--- src/design/ciedu_pkg.sv ---
package ciedu_pkg;

    localparam int MAX_REF_LEN_DEF = 64;
    localparam int CHAR_W = 8;
    localparam int DIST_W = 16;
    localparam int FUNC_W = 2;

    localparam logic [FUNC_W-1:0] FUNC_REF   = 2'd0;
    localparam logic [FUNC_W-1:0] FUNC_QUERY = 2'd1;
    localparam logic [FUNC_W-1:0] FUNC_END   = 2'd2;

    localparam logic [DIST_W-1:0] DIST_SAT = '1;

    // controller -> datapath
    typedef struct packed {
        logic ref_append;
        logic row_start;
        logic rd_issue;
        logic cell_calc;
        logic emit;
    } cmd_t;

    // datapath -> controller
    typedef struct packed {
        logic ref_empty;
        logic idx_last;
    } sts_t;

    function automatic logic [CHAR_W-1:0] fold_case(input logic [CHAR_W-1:0] c);
        logic [CHAR_W-1:0] r;
        r = c;
        if (c >= 8'h41 && c <= 8'h5A)
        begin
            r = c + 8'd32;
        end
        return r;
    endfunction

    function automatic logic [DIST_W-1:0] sat_inc(input logic [DIST_W-1:0] v);
        logic [DIST_W-1:0] r;
        r = (v == DIST_SAT) ? v : v + 1'b1;
        return r;
    endfunction

endpackage

--- src/design/case_insensitive_edit_distance_unit.sv ---
// Case-insensitive Levenshtein distance. Load the reference with func 0 beats (one byte
// each, first MAX_REF_LEN kept), send the query with func 1 beats, then a func 2 beat
// returns distance, ref_too_long and order_error on a one-cycle done strobe; the
// receiver cannot stall, so done must be sampled when it fires. Reference and end beats,
// and a query beat while the reference is empty, leave busy low. Otherwise a query beat
// keeps busy high while the row is walked, so no new beat is taken until it drops: the
// row store has one read port and the cell update walks it one cell per cycle. No
// clearing pass is needed after reset.
module case_insensitive_edit_distance_unit #(
    parameter int MAX_REF_LEN = ciedu_pkg::MAX_REF_LEN_DEF
) (
    input  logic                           clk,
    input  logic                           rst_n,
    input  logic                           start,
    output logic                           busy,
    input  logic [ciedu_pkg::FUNC_W-1:0]   func,
    input  logic [ciedu_pkg::CHAR_W-1:0]   char_code,
    output logic                           done,
    output logic [ciedu_pkg::DIST_W-1:0]   distance,
    output logic                           ref_too_long,
    output logic                           order_error
);
    import ciedu_pkg::*;

    cmd_t cmd;
    sts_t sts;

    ciedu_ctrl u_ctrl (
        .clk   (clk),
        .rst_n (rst_n),
        .start (start),
        .func  (func),
        .sts   (sts),
        .cmd   (cmd),
        .busy  (busy)
    );

    ciedu_dp #(
        .MAX_REF_LEN (MAX_REF_LEN)
    ) u_dp (
        .clk          (clk),
        .rst_n        (rst_n),
        .char_code    (char_code),
        .cmd          (cmd),
        .sts          (sts),
        .done         (done),
        .distance     (distance),
        .ref_too_long (ref_too_long),
        .order_error  (order_error)
    );

endmodule

--- src/design/ciedu_ram.sv ---
module ciedu_ram #(
    parameter int WIDTH = 8,
    parameter int DEPTH = 64,
    parameter int AW    = (DEPTH > 1) ? $clog2(DEPTH) : 1
) (
    input  logic             clk,
    input  logic             we,
    input  logic [AW-1:0]    waddr,
    input  logic [WIDTH-1:0] wdata,
    input  logic [AW-1:0]    raddr,
    output logic [WIDTH-1:0] rdata
);

    logic [WIDTH-1:0] mem [DEPTH];
    logic [WIDTH-1:0] rdata_reg;

    always_ff @(posedge clk)
    begin
        if (we)
        begin
            mem[waddr] <= wdata;
        end
        rdata_reg <= mem[raddr];
    end

    assign rdata = rdata_reg;

endmodule

--- src/design/ciedu_ctrl.sv ---
module ciedu_ctrl (
    input  logic              clk,
    input  logic              rst_n,
    input  logic              start,
    input  logic [1:0]        func,
    input  ciedu_pkg::sts_t   sts,
    output ciedu_pkg::cmd_t   cmd,
    output logic              busy
);
    import ciedu_pkg::*;

    localparam logic [1:0] S_IDLE = 2'd0;
    localparam logic [1:0] S_READ = 2'd1;
    localparam logic [1:0] S_RUN  = 2'd2;

    logic [1:0] state_reg;
    logic [1:0] state_next;

    always_comb
    begin
        cmd        = '0;
        state_next = state_reg;
        unique case (state_reg)
            S_IDLE:
            begin
                if (start)
                begin
                    unique case (func)
                        FUNC_REF:
                        begin
                            cmd.ref_append = 1'b1;
                        end
                        FUNC_QUERY:
                        begin
                            cmd.row_start = 1'b1;
                            if (!sts.ref_empty)
                            begin
                                state_next = S_READ;
                            end
                        end
                        FUNC_END:
                        begin
                            cmd.emit = 1'b1;
                        end
                        default:
                        begin
                        end
                    endcase
                end
            end
            S_READ:
            begin
                cmd.rd_issue = 1'b1;
                state_next   = S_RUN;
            end
            S_RUN:
            begin
                // compute the cell read last cycle, fetch the next one unless this is the last cell
                cmd.cell_calc = 1'b1;
                if (sts.idx_last)
                begin
                    state_next = S_IDLE;
                end
                else
                begin
                    cmd.rd_issue = 1'b1;
                end
            end
            default:
            begin
                state_next = S_IDLE;
            end
        endcase
    end

    always_ff @(posedge clk or negedge rst_n)
    begin
        if (!rst_n)
        begin
            state_reg <= S_IDLE;
        end
        else
        begin
            state_reg <= state_next;
        end
    end

    assign busy = (state_reg != S_IDLE);

    a_read_then_run: assert property (@(posedge clk) disable iff (!rst_n)
        state_reg == S_READ |=> state_reg == S_RUN)
        else $error("read phase not followed by run");

    a_calc_after_issue: assert property (@(posedge clk) disable iff (!rst_n)
        cmd.cell_calc |-> $past(cmd.rd_issue))
        else $error("cell computed without a prior read");

    a_row_ends: assert property (@(posedge clk) disable iff (!rst_n)
        (state_reg == S_RUN && sts.idx_last) |=> state_reg == S_IDLE)
        else $error("row walk did not stop at last cell");

endmodule

--- src/design/ciedu_dp.sv ---
module ciedu_dp #(
    parameter int MAX_REF_LEN = ciedu_pkg::MAX_REF_LEN_DEF
) (
    input  logic                           clk,
    input  logic                           rst_n,
    input  logic [ciedu_pkg::CHAR_W-1:0]   char_code,
    input  ciedu_pkg::cmd_t                cmd,
    output ciedu_pkg::sts_t                sts,
    output logic                           done,
    output logic [ciedu_pkg::DIST_W-1:0]   distance,
    output logic                           ref_too_long,
    output logic                           order_error
);
    import ciedu_pkg::*;

    localparam int CW  = $clog2(MAX_REF_LEN + 1);
    localparam int RAW = (MAX_REF_LEN > 1) ? $clog2(MAX_REF_LEN) : 1;

    logic [CW-1:0]     ref_len_reg;
    logic [DIST_W-1:0] qcnt_reg;
    logic              too_long_reg;
    logic              order_reg;
    logic [CW-1:0]     idx_reg;
    logic              first_reg;
    logic [CHAR_W-1:0] qch_reg;
    logic [DIST_W-1:0] left_reg;
    logic [DIST_W-1:0] diag_reg;
    logic [DIST_W-1:0] last_reg;
    logic              done_reg;
    logic [DIST_W-1:0] dist_reg;
    logic              flag_long_reg;
    logic              flag_order_reg;

    logic              ref_we;
    logic [CHAR_W-1:0] ref_rdata;
    logic [DIST_W-1:0] dp_rdata;
    logic [CW-1:0]     dp_raddr;

    logic [DIST_W-1:0] up;
    logic              cost;
    logic [DIST_W:0]   cand_l;
    logic [DIST_W:0]   cand_u;
    logic [DIST_W:0]   cand_d;
    logic [DIST_W:0]   best;
    logic [DIST_W-1:0] cell_val;

    assign ref_we   = cmd.ref_append && (qcnt_reg == '0) &&
                      (ref_len_reg != CW'(MAX_REF_LEN));
    assign dp_raddr = idx_reg + 1'b1;

    ciedu_ram #(
        .WIDTH (CHAR_W),
        .DEPTH (MAX_REF_LEN),
        .AW    (RAW)
    ) u_ref_ram (
        .clk   (clk),
        .we    (ref_we),
        .waddr (ref_len_reg[RAW-1:0]),
        .wdata (char_code),
        .raddr (idx_reg[RAW-1:0]),
        .rdata (ref_rdata)
    );

    ciedu_ram #(
        .WIDTH (DIST_W),
        .DEPTH (MAX_REF_LEN + 1),
        .AW    (CW)
    ) u_row_ram (
        .clk   (clk),
        .we    (cmd.cell_calc),
        .waddr (idx_reg),
        .wdata (cell_val),
        .raddr (dp_raddr),
        .rdata (dp_rdata)
    );

    // on the first query beat the previous row is 0..ref_len, never read from memory
    always_comb
    begin
        up     = first_reg ? DIST_W'(idx_reg) : dp_rdata;
        cost   = (fold_case(ref_rdata) != qch_reg);
        cand_l = {1'b0, left_reg} + 1'b1;
        cand_u = {1'b0, up} + 1'b1;
        cand_d = {1'b0, diag_reg} + {{DIST_W{1'b0}}, cost};
        best   = cand_l;
        if (cand_u < best)
        begin
            best = cand_u;
        end
        if (cand_d < best)
        begin
            best = cand_d;
        end
        cell_val = best[DIST_W] ? DIST_SAT : best[DIST_W-1:0];
    end

    always_ff @(posedge clk or negedge rst_n)
    begin
        if (!rst_n)
        begin
            ref_len_reg  <= '0;
            qcnt_reg     <= '0;
            too_long_reg <= 1'b0;
            order_reg    <= 1'b0;
            idx_reg      <= '0;
            first_reg    <= 1'b0;
            done_reg     <= 1'b0;
        end
        else
        begin
            done_reg <= cmd.emit;
            if (cmd.ref_append)
            begin
                if (qcnt_reg != '0)
                begin
                    order_reg <= 1'b1;
                end
                else if (ref_len_reg == CW'(MAX_REF_LEN))
                begin
                    too_long_reg <= 1'b1;
                end
                else
                begin
                    ref_len_reg <= ref_len_reg + 1'b1;
                end
            end
            if (cmd.row_start)
            begin
                first_reg <= (qcnt_reg == '0);
                qcnt_reg  <= sat_inc(qcnt_reg);
                idx_reg   <= '0;
            end
            if (cmd.rd_issue)
            begin
                idx_reg <= idx_reg + 1'b1;
            end
            if (cmd.emit)
            begin
                ref_len_reg  <= '0;
                qcnt_reg     <= '0;
                too_long_reg <= 1'b0;
                order_reg    <= 1'b0;
            end
        end
    end

    always_ff @(posedge clk)
    begin
        if (cmd.row_start)
        begin
            qch_reg  <= fold_case(char_code);
            diag_reg <= qcnt_reg;
            left_reg <= sat_inc(qcnt_reg);
            last_reg <= sat_inc(qcnt_reg);
        end
        if (cmd.cell_calc)
        begin
            diag_reg <= up;
            left_reg <= cell_val;
            last_reg <= cell_val;
        end
        if (cmd.emit)
        begin
            dist_reg       <= (qcnt_reg == '0) ? DIST_W'(ref_len_reg) : last_reg;
            flag_long_reg  <= too_long_reg;
            flag_order_reg <= order_reg;
        end
    end

    assign sts.ref_empty = (ref_len_reg == '0);
    assign sts.idx_last  = (idx_reg == ref_len_reg);

    assign done         = done_reg;
    assign distance     = dist_reg;
    assign ref_too_long = flag_long_reg;
    assign order_error  = flag_order_reg;

    a_cleared_after_emit: assert property (@(posedge clk) disable iff (!rst_n)
        done_reg |-> (ref_len_reg == '0 && qcnt_reg == '0 && !too_long_reg && !order_reg))
        else $error("pair state not cleared after result beat");

    a_qcnt_counts: assert property (@(posedge clk) disable iff (!rst_n)
        cmd.row_start |=> qcnt_reg != '0)
        else $error("query count did not advance");

endmodule
--- config.mk ---
export PLATFORM = sky130hd
export DESIGN_NAME = case_insensitive_edit_distance_unit
export DESIGN_NICKNAME = d
export VERILOG_FILES = /design/src/design/ciedu_pkg.sv /design/src/design/case_insensitive_edit_distance_unit.sv /design/src/design/ciedu_ram.sv /design/src/design/ciedu_ctrl.sv /design/src/design/ciedu_dp.sv
export SDC_FILE = /design/constraint.sdc
export NUM_CORES = 2
export LEC_CHECK = 0
export ABC_AREA = 1
export BUFFER_PORTS_ARGS = -buffer_cell sky130_fd_sc_hd__buf_4
export CAP_MARGIN = 20
export CORE_MARGIN = 3
export CORE_UTILIZATION = 51
export DETAILED_ROUTE_END_ITERATION = 10
export GPL_ROUTABILITY_DRIVEN = 0
export PLACE_DENSITY = 0.66
export SETUP_SLACK_MARGIN = 0.3
export SLEW_MARGIN = 20
export SYNTH_ARGS = -nofsm -noshare
export SYNTH_HDL_FRONTEND = slang
export SYNTH_SLANG_ARGS = --single-unit
--- constraint.sdc ---
create_clock -name clk -period 15.4 [get_ports clk]
set_input_delay 3.08 -clock clk [delete_from_list [all_inputs] [get_ports clk]]
set_output_delay 3.08 -clock clk [all_outputs]
set_load 0.02 [all_outputs]
After elaboration in Yosys (flattened, before gate mapping)
Memory sizes are Yosys's and may differ from the RTL's. A register that Yosys moved wholly into a read port is not among the register bits. Cells that the tools add are included.

Memory bits (writable): 1552. Output and inout bits: 20. Bits of input ports: 13. Memories kept: 2. Register bits after elaboration: 94.

Add/subtract/negate cells: 8. Eq/ne operators: 15. Reduce and logical (&&, ||, !) cells: 20. Muxes and demuxes: 45. Order comparisons: 6.

Memories: u_dp.u_row_ram.mem (words 65, width 16, rd ports 1, clocked after memory_dff 1, write ports 1, RTL line ciedu_ram.sv:14) `logic [WIDTH-1:0] mem [DEPTH];`; u_dp.u_ref_ram.mem (words 64, width 8, rd ports 1, clocked after memory_dff 1, write ports 1, RTL line ciedu_ram.sv:14).

Operator list (number): $mux 16 (8); $mux 7 (7); $add 16x1->17 const B (2); $lt 17x17->1 (2); $mux 17 (2); $mux 1 (18); $add 16x1->17 (1); $add 16x1->16 const B (1); $add 8x6->8 const B (2); $eq 16x16->1 const B (1); $ge 8x7->1 const B (2); $le 8x7->1 const B (2); $logic_not 16->1 (1); $mux 8 (2); $reduce_bool 16->1 (1); $add 7x1->7 const B (2); $reduce_bool 2->1 (7); $mux 2 (6); $ne 2x2->1 const B (4); $ne 8x8->1 (1); $eq 7x7->1 (1); $eq 7x7->1 const B (1); $logic_not 7->1 (1); $ne 7x7->1 const B (1); other kinds (10) (18).

Logic depth before layout (Yosys ltp)
Depth in word-level cells: 9. Depth in mapped cells: 35. Depth with buffers taken out: 33.

Modules after synthesis
From an unflattened synthesis, not the netlist that was laid out.

Cells, all modules: 6351. Area, all modules: 71549.9 um^2.

By module, submodules not included: ciedu_ram at u_dp.u_row_ram (sequential area each 31550.3 um^2, cells each 3541, area each 42741.0 um^2, times used 1); ciedu_ram at u_dp.u_ref_ram (sequential area each 15534.9 um^2, cells each 1805, area each 21339.2 um^2, times used 1); ciedu_dp (sequential area each 2592.5 um^2, cells each 976, area each 7249.5 um^2, times used 1); ciedu_ctrl (sequential area each 50.0 um^2, cells each 29, area each 220.2 um^2, times used 1).

Least setup slack after synthesis
No wires, ideal clock.

Path type: register to register. From: register u_dp.first_reg. To: register u_dp.last_reg[14], data pin. Required time: 15.141 ns. Buffers on the path: 4. Library setup time: 0.259 ns. Arrival: 5.421 ns. Path slack: 9.720 ns. Cell stages (with the launch flop): 34. Path through: dfrtp_1 buf_4 inv_2 buf_6 nand2_1 o21ai_2 ha_1 inv_1 nor2_1 nand2_1 nor2_2 xor2_1 inv_1 ha_1 nand2_1 nand2_1 nand2_1 nand2_1 a21oi_1 nand3_4 buf_1 o21ai_0 ha_1 a21oi_1 o21ai_0 nand2_1 o211ai_1 a31oi_1 clkbuf_1 nand3_1 nand2_1 nand2_1 nand2_1 nand2_1.

Longest elaborated chain between the ends: 8.

RTL lines: from (decl) (RTL line ciedu_dp.sv:24) `logic first_reg;`; from (signal assigned) (RTL line ciedu_dp.sv:129) `first_reg <= (qcnt_reg == '0);`; $mux 16 * (RTL line ciedu_dp.sv:80) `up = first_reg ? DIST_W'(idx_reg) : dp_rdata;`; $add 16x1->17 * (RTL line ciedu_dp.sv:83) `cand_u = {1'b0, up} + 1'b1;`; $lt 17x17->1 (RTL line ciedu_dp.sv:86) `if (cand_u < best)`; $mux 17 * (RTL line ciedu_dp.sv:86); $lt 17x17->1 (RTL line ciedu_dp.sv:90) `if (cand_d < best)`; $mux 17 * (RTL line ciedu_dp.sv:90); $mux 16 * (RTL line ciedu_dp.sv:94) `cell_val = best[DIST_W] ? DIST_SAT : best[DIST_W-1:0];`; net u_dp.cell_val[14] (RTL line ciedu_dp.sv:45) `logic [DIST_W-1:0] cell_val;`; $mux 16 * (RTL line ciedu_dp.sv:156) `if (cmd.cell_calc)`; to (signal assigned) (RTL line ciedu_dp.sv:154) `last_reg <= sat_inc(qcnt_reg);`; to (signal assigned) (RTL line ciedu_dp.sv:160) `last_reg <= cell_val;`; to (decl) (RTL line ciedu_dp.sv:28) `logic [DIST_W-1:0] last_reg;`.

Mark *: on every way through the listed nets, which the timed path passes. The rest lies on a longest branch. A chain may end at the register's enable or synchronous reset.

Final worst setup path
From: register u_dp.idx_reg[0]. To: memory u_dp.u_row_ram.mem[30][1] (netlist bit), data pin.

Longest elaborated chain between the ends: 7.

RTL lines: from (decl) (RTL line ciedu_dp.sv:23) `logic [CW-1:0] idx_reg;`; from (signal assigned) (RTL line ciedu_dp.sv:135) `idx_reg <= idx_reg + 1'b1;`; $mux 16 * (RTL line ciedu_dp.sv:80); $add 16x1->17 * (RTL line ciedu_dp.sv:83); $lt 17x17->1 (RTL line ciedu_dp.sv:86); $mux 17 * (RTL line ciedu_dp.sv:86); $lt 17x17->1 (RTL line ciedu_dp.sv:90); $mux 17 * (RTL line ciedu_dp.sv:90); $mux 16 * (RTL line ciedu_dp.sv:94); net u_dp.cell_val[1] (RTL line ciedu_dp.sv:45); to (decl) (RTL line ciedu_ram.sv:14).

Marked as above.

==> results.sh <==
export IMPL_status="completed"
export IMPL_wl_per_cell_um=25.4
export IMPL_dieWidth_um=371
export IMPL_area_growth_syn_to_layout_pct=11.0
export IMPL_clk_pin_slew_ns=0.06
export IMPL_grt_overflow=0
export IMPL_fin_crit_ns=7.88
export IMPL_cpPeakStageDelay_ns=1.08
export IMPL_path_class="register to register"
export IMPL_setup_tns_ns=0
export IMPL_post_cts_buffers=0
export IMPL_ys_flop_type="edfxtp_1"
export IMPL_post_cts_resized=0
export IMPL_crit_required_ns=15.89
export IMPL_synthDistinctLibCells=55
export IMPL_largest_reg_flops=1040
export IMPL_synth_seq_cells=1670
export IMPL_crit_slowest_cell="dfrtp_4"
export IMPL_grt_total_usage=0.268
export IMPL_synth_top_cell_by_area="edfxtp_1"
export IMPL_r2r_slack_ns=7.52
export IMPL_r2r_cells=31
export IMPL_synth_edf_count=1610
export IMPL_cp_max_fo=129
export IMPL_nets=5469
export IMPL_dp_hpwl_um=104000
export IMPL_min_path_type="register to register"
export IMPL_netlist_instances=5394
export IMPL_async_reset_ff_frac=0.0216
export IMPL_fp_row_count=133
export IMPL_drtAntennaViolNets=0
export IMPL_whs_path_depth=2
export IMPL_netlist_area_um2=67800
export IMPL_slew_viol_final=0
export IMPL_cts_tree="built"
export IMPL_period_share=0.512
export IMPL_diodes=0
export IMPL_cp_arrival_ns=8.37
export IMPL_reg_largest_list="u_dp.u_row_ram.mem: 1040 flops, u_dp.u_ref_ram.mem: 512 flops"
export IMPL_htree_levels=4
export IMPL_ctsRootBufferMaster="clkbuf_16"
export IMPL_grt_start_max_net_pins=183
export IMPL_path_common_cell="nand2_1"
export IMPL_syn_nets=5455
export IMPL_port_buffers=32
export IMPL_max_freq_mhz=127
export IMPL_finalNonFillerCells=7293
export IMPL_grt_setup_unrepaired="false"
export IMPL_synthTopCellsByArea="edfxtp_1 71%, o21ai_0 5.0%, nand2_1 4.4%"
export IMPL_hold_violations=0
export IMPL_crit_family="simple AND/OR/NAND/NOR gates"
export IMPL_die_area_um2=137000
export IMPL_ys_seq_area_frac=0.733
export IMPL_critical_path_cell_count=31
export IMPL_cts_hold_fix_buffers=0
export IMPL_start_util=0.515
export IMPL_setup_violations=0
export IMPL_grt_pass1_wl_um=274000
export IMPL_max_cap_violations=0
export IMPL_vias=44500
export IMPL_clock_latency_ns=0.80
export IMPL_drt_pass1_iterations=8
export IMPL_relSlewSlack=0.307
export IMPL_yosysMostFrequentCell="edfxtp_1"
export IMPL_yosysTopAreaCellShare=0.713
export IMPL_cp_end_kind="register"
export IMPL_cts_path_max_buffers=3
export IMPL_critPathBufInv=5
export IMPL_cts_sinks=1670
export IMPL_core_area_um2=132000
export IMPL_start_kind="register"
export IMPL_wl_um=185000
export IMPL_syn_area_per_cell_um2=12.6
export IMPL_synth_warning_count=0
export IMPL_synth_common_cells="1,610 x edfxtp_1, 803 x nand2_1, 762 x nor2_1"
export IMPL_tightest_slew_ns=1.04
export IMPL_placed_cells=6995
export IMPL_grt_pass1_vias=42200
export IMPL_die_y_um=371
export IMPL_antenna_found_initial=0
export IMPL_boundaryPins=33
export IMPL_viasPerCell=6.10
export IMPL_drive_gt1_frac=0.0903
export IMPL_fin_skew_ns=0.0467
export IMPL_dr_first_iter_drc_count=5967
export IMPL_drcViolationCount=0
export IMPL_cts_buffers=166
export IMPL_regMostFlops="u_dp.u_row_ram.mem"
path summary, 6_finish.rpt:
check | startpoint | to
max in group asynchronous | rst_n | u_dp.idx_reg[0]$_DFFE_PN0P_
max | u_dp.idx_reg[0]$_DFFE_PN0P_ | u_dp.u_row_ram.mem[30][1]$_DFFE_PP_
min reg2reg | u_dp.u_row_ram.mem[64][11]$_DFFE_PP_ | u_dp.u_row_ram.rdata[11]$_DFF_P_
max reg2reg | u_dp.idx_reg[0]$_DFFE_PN0P_ | u_dp.u_row_ram.mem[30][1]$_DFFE_PP_
min in group asynchronous | rst_n | u_dp.qcnt_reg[13]$_DFFE_PN0P_
min | u_dp.u_row_ram.mem[64][11]$_DFFE_PP_ | u_dp.u_row_ram.rdata[11]$_DFF_P_
cell families (layout without fill, tap and decap cells):
logic type      count (synthesis)  in the layout  share of synthesized area
simple gates                 1908           1908                      0.116
buf+inv                       489            633                     0.0289
flops                        1670           1670                      0.733
xor+xnor                       59             59                    0.00773
compound gates               1220           1220                      0.106
fa+ha+maj                      48             48                    0.00885
layer usage:
layer  track usage  share of wire  routed length (um)
met1         0.379           0.40               74600
met4         0.100          0.037                6770
met3        0.0458          0.094               17400
met2         0.420           0.47               86700
met5             0              0                   0
layout by cell type, fill, tap and decap left out, types with 9 or more instances in the layout:
cell / synthesis / final
bufinv_16: 0 / 9
nor3_1: 24 / 21
inv_2: 12 / 13
a22oi_1: 71 / 71
o211ai_1: 67 / 67
clkbuf_1: 203 / 41
nand3_1: 161 / 161
xnor2_1: 13 / 13
o22ai_1: 229 / 229
o21ai_1: 17 / 17
nand4_1: 68 / 68
o21ai_0: 672 / 672
nor2_2: 6 / 11
nor2_1: 762 / 752
a22o_1: 21 / 21
clkinv_2: 0 / 30
nand2_2: 17 / 24
a21oi_1: 46 / 46
xor2_1: 45 / 44
edfxtp_1: 1610 / 1610
clkbuf_16: 0 / 170
o221ai_1: 32 / 32
a221oi_1: 31 / 31
dfxtp_1: 24 / 24
clkinv_1: 7 / 35
ha_1: 48 / 46
inv_1: 163 / 159
or2_2: 38 / 38
dfrtp_1: 36 / 35
nand2_1: 803 / 796
buf_4: 5 / 147
and3_1: 9 / 9
worst reg2reg max path: cells and delay by family (launching register included):
family | cells | cell delay, ns
adders and majority gates | 3 | 0.79
and+or+nand+nor | 19 | 3.61
xor gates and xnor gates | 1 | 0.23
AOI/OAI and AO/OA | 3 | 0.59
DFF | 1 | 1.08
buffers and inverters | 5 | 1.26
area by class of cell:
type	instances	area (um^2)
Clock inverter	84	783
Timing Repair Buffer	153	1200
Multi-Input combinational cell	3235	16300
Fill cell	10500	56500
Sequential cell	1670	49700
Clock buffer	214	4450
Tap cell	1755	2200
Inverter	182	698
through the flow:
stage | util | hold WS [ns] | worst slack [ns] | area (um^2)
after floorplan | - | 0.419 | 9.72 | 67800
after global routing | 0.571 | 0.471 | 6.98 | 75300
after detailed placement | 0.532 | 0.429 | 7.70 | 70100
after CTS | 0.571 | 0.453 | 7.68 | 75300
after global placement | 0.531 | 0.427 | 7.80 | 70000
final | 0.571 | 0.451 | 7.52 | 75300
Power is left out: the tool's default activity adds up to more than one toggle a clock period on the data nets, which glitch-free logic cannot reach.
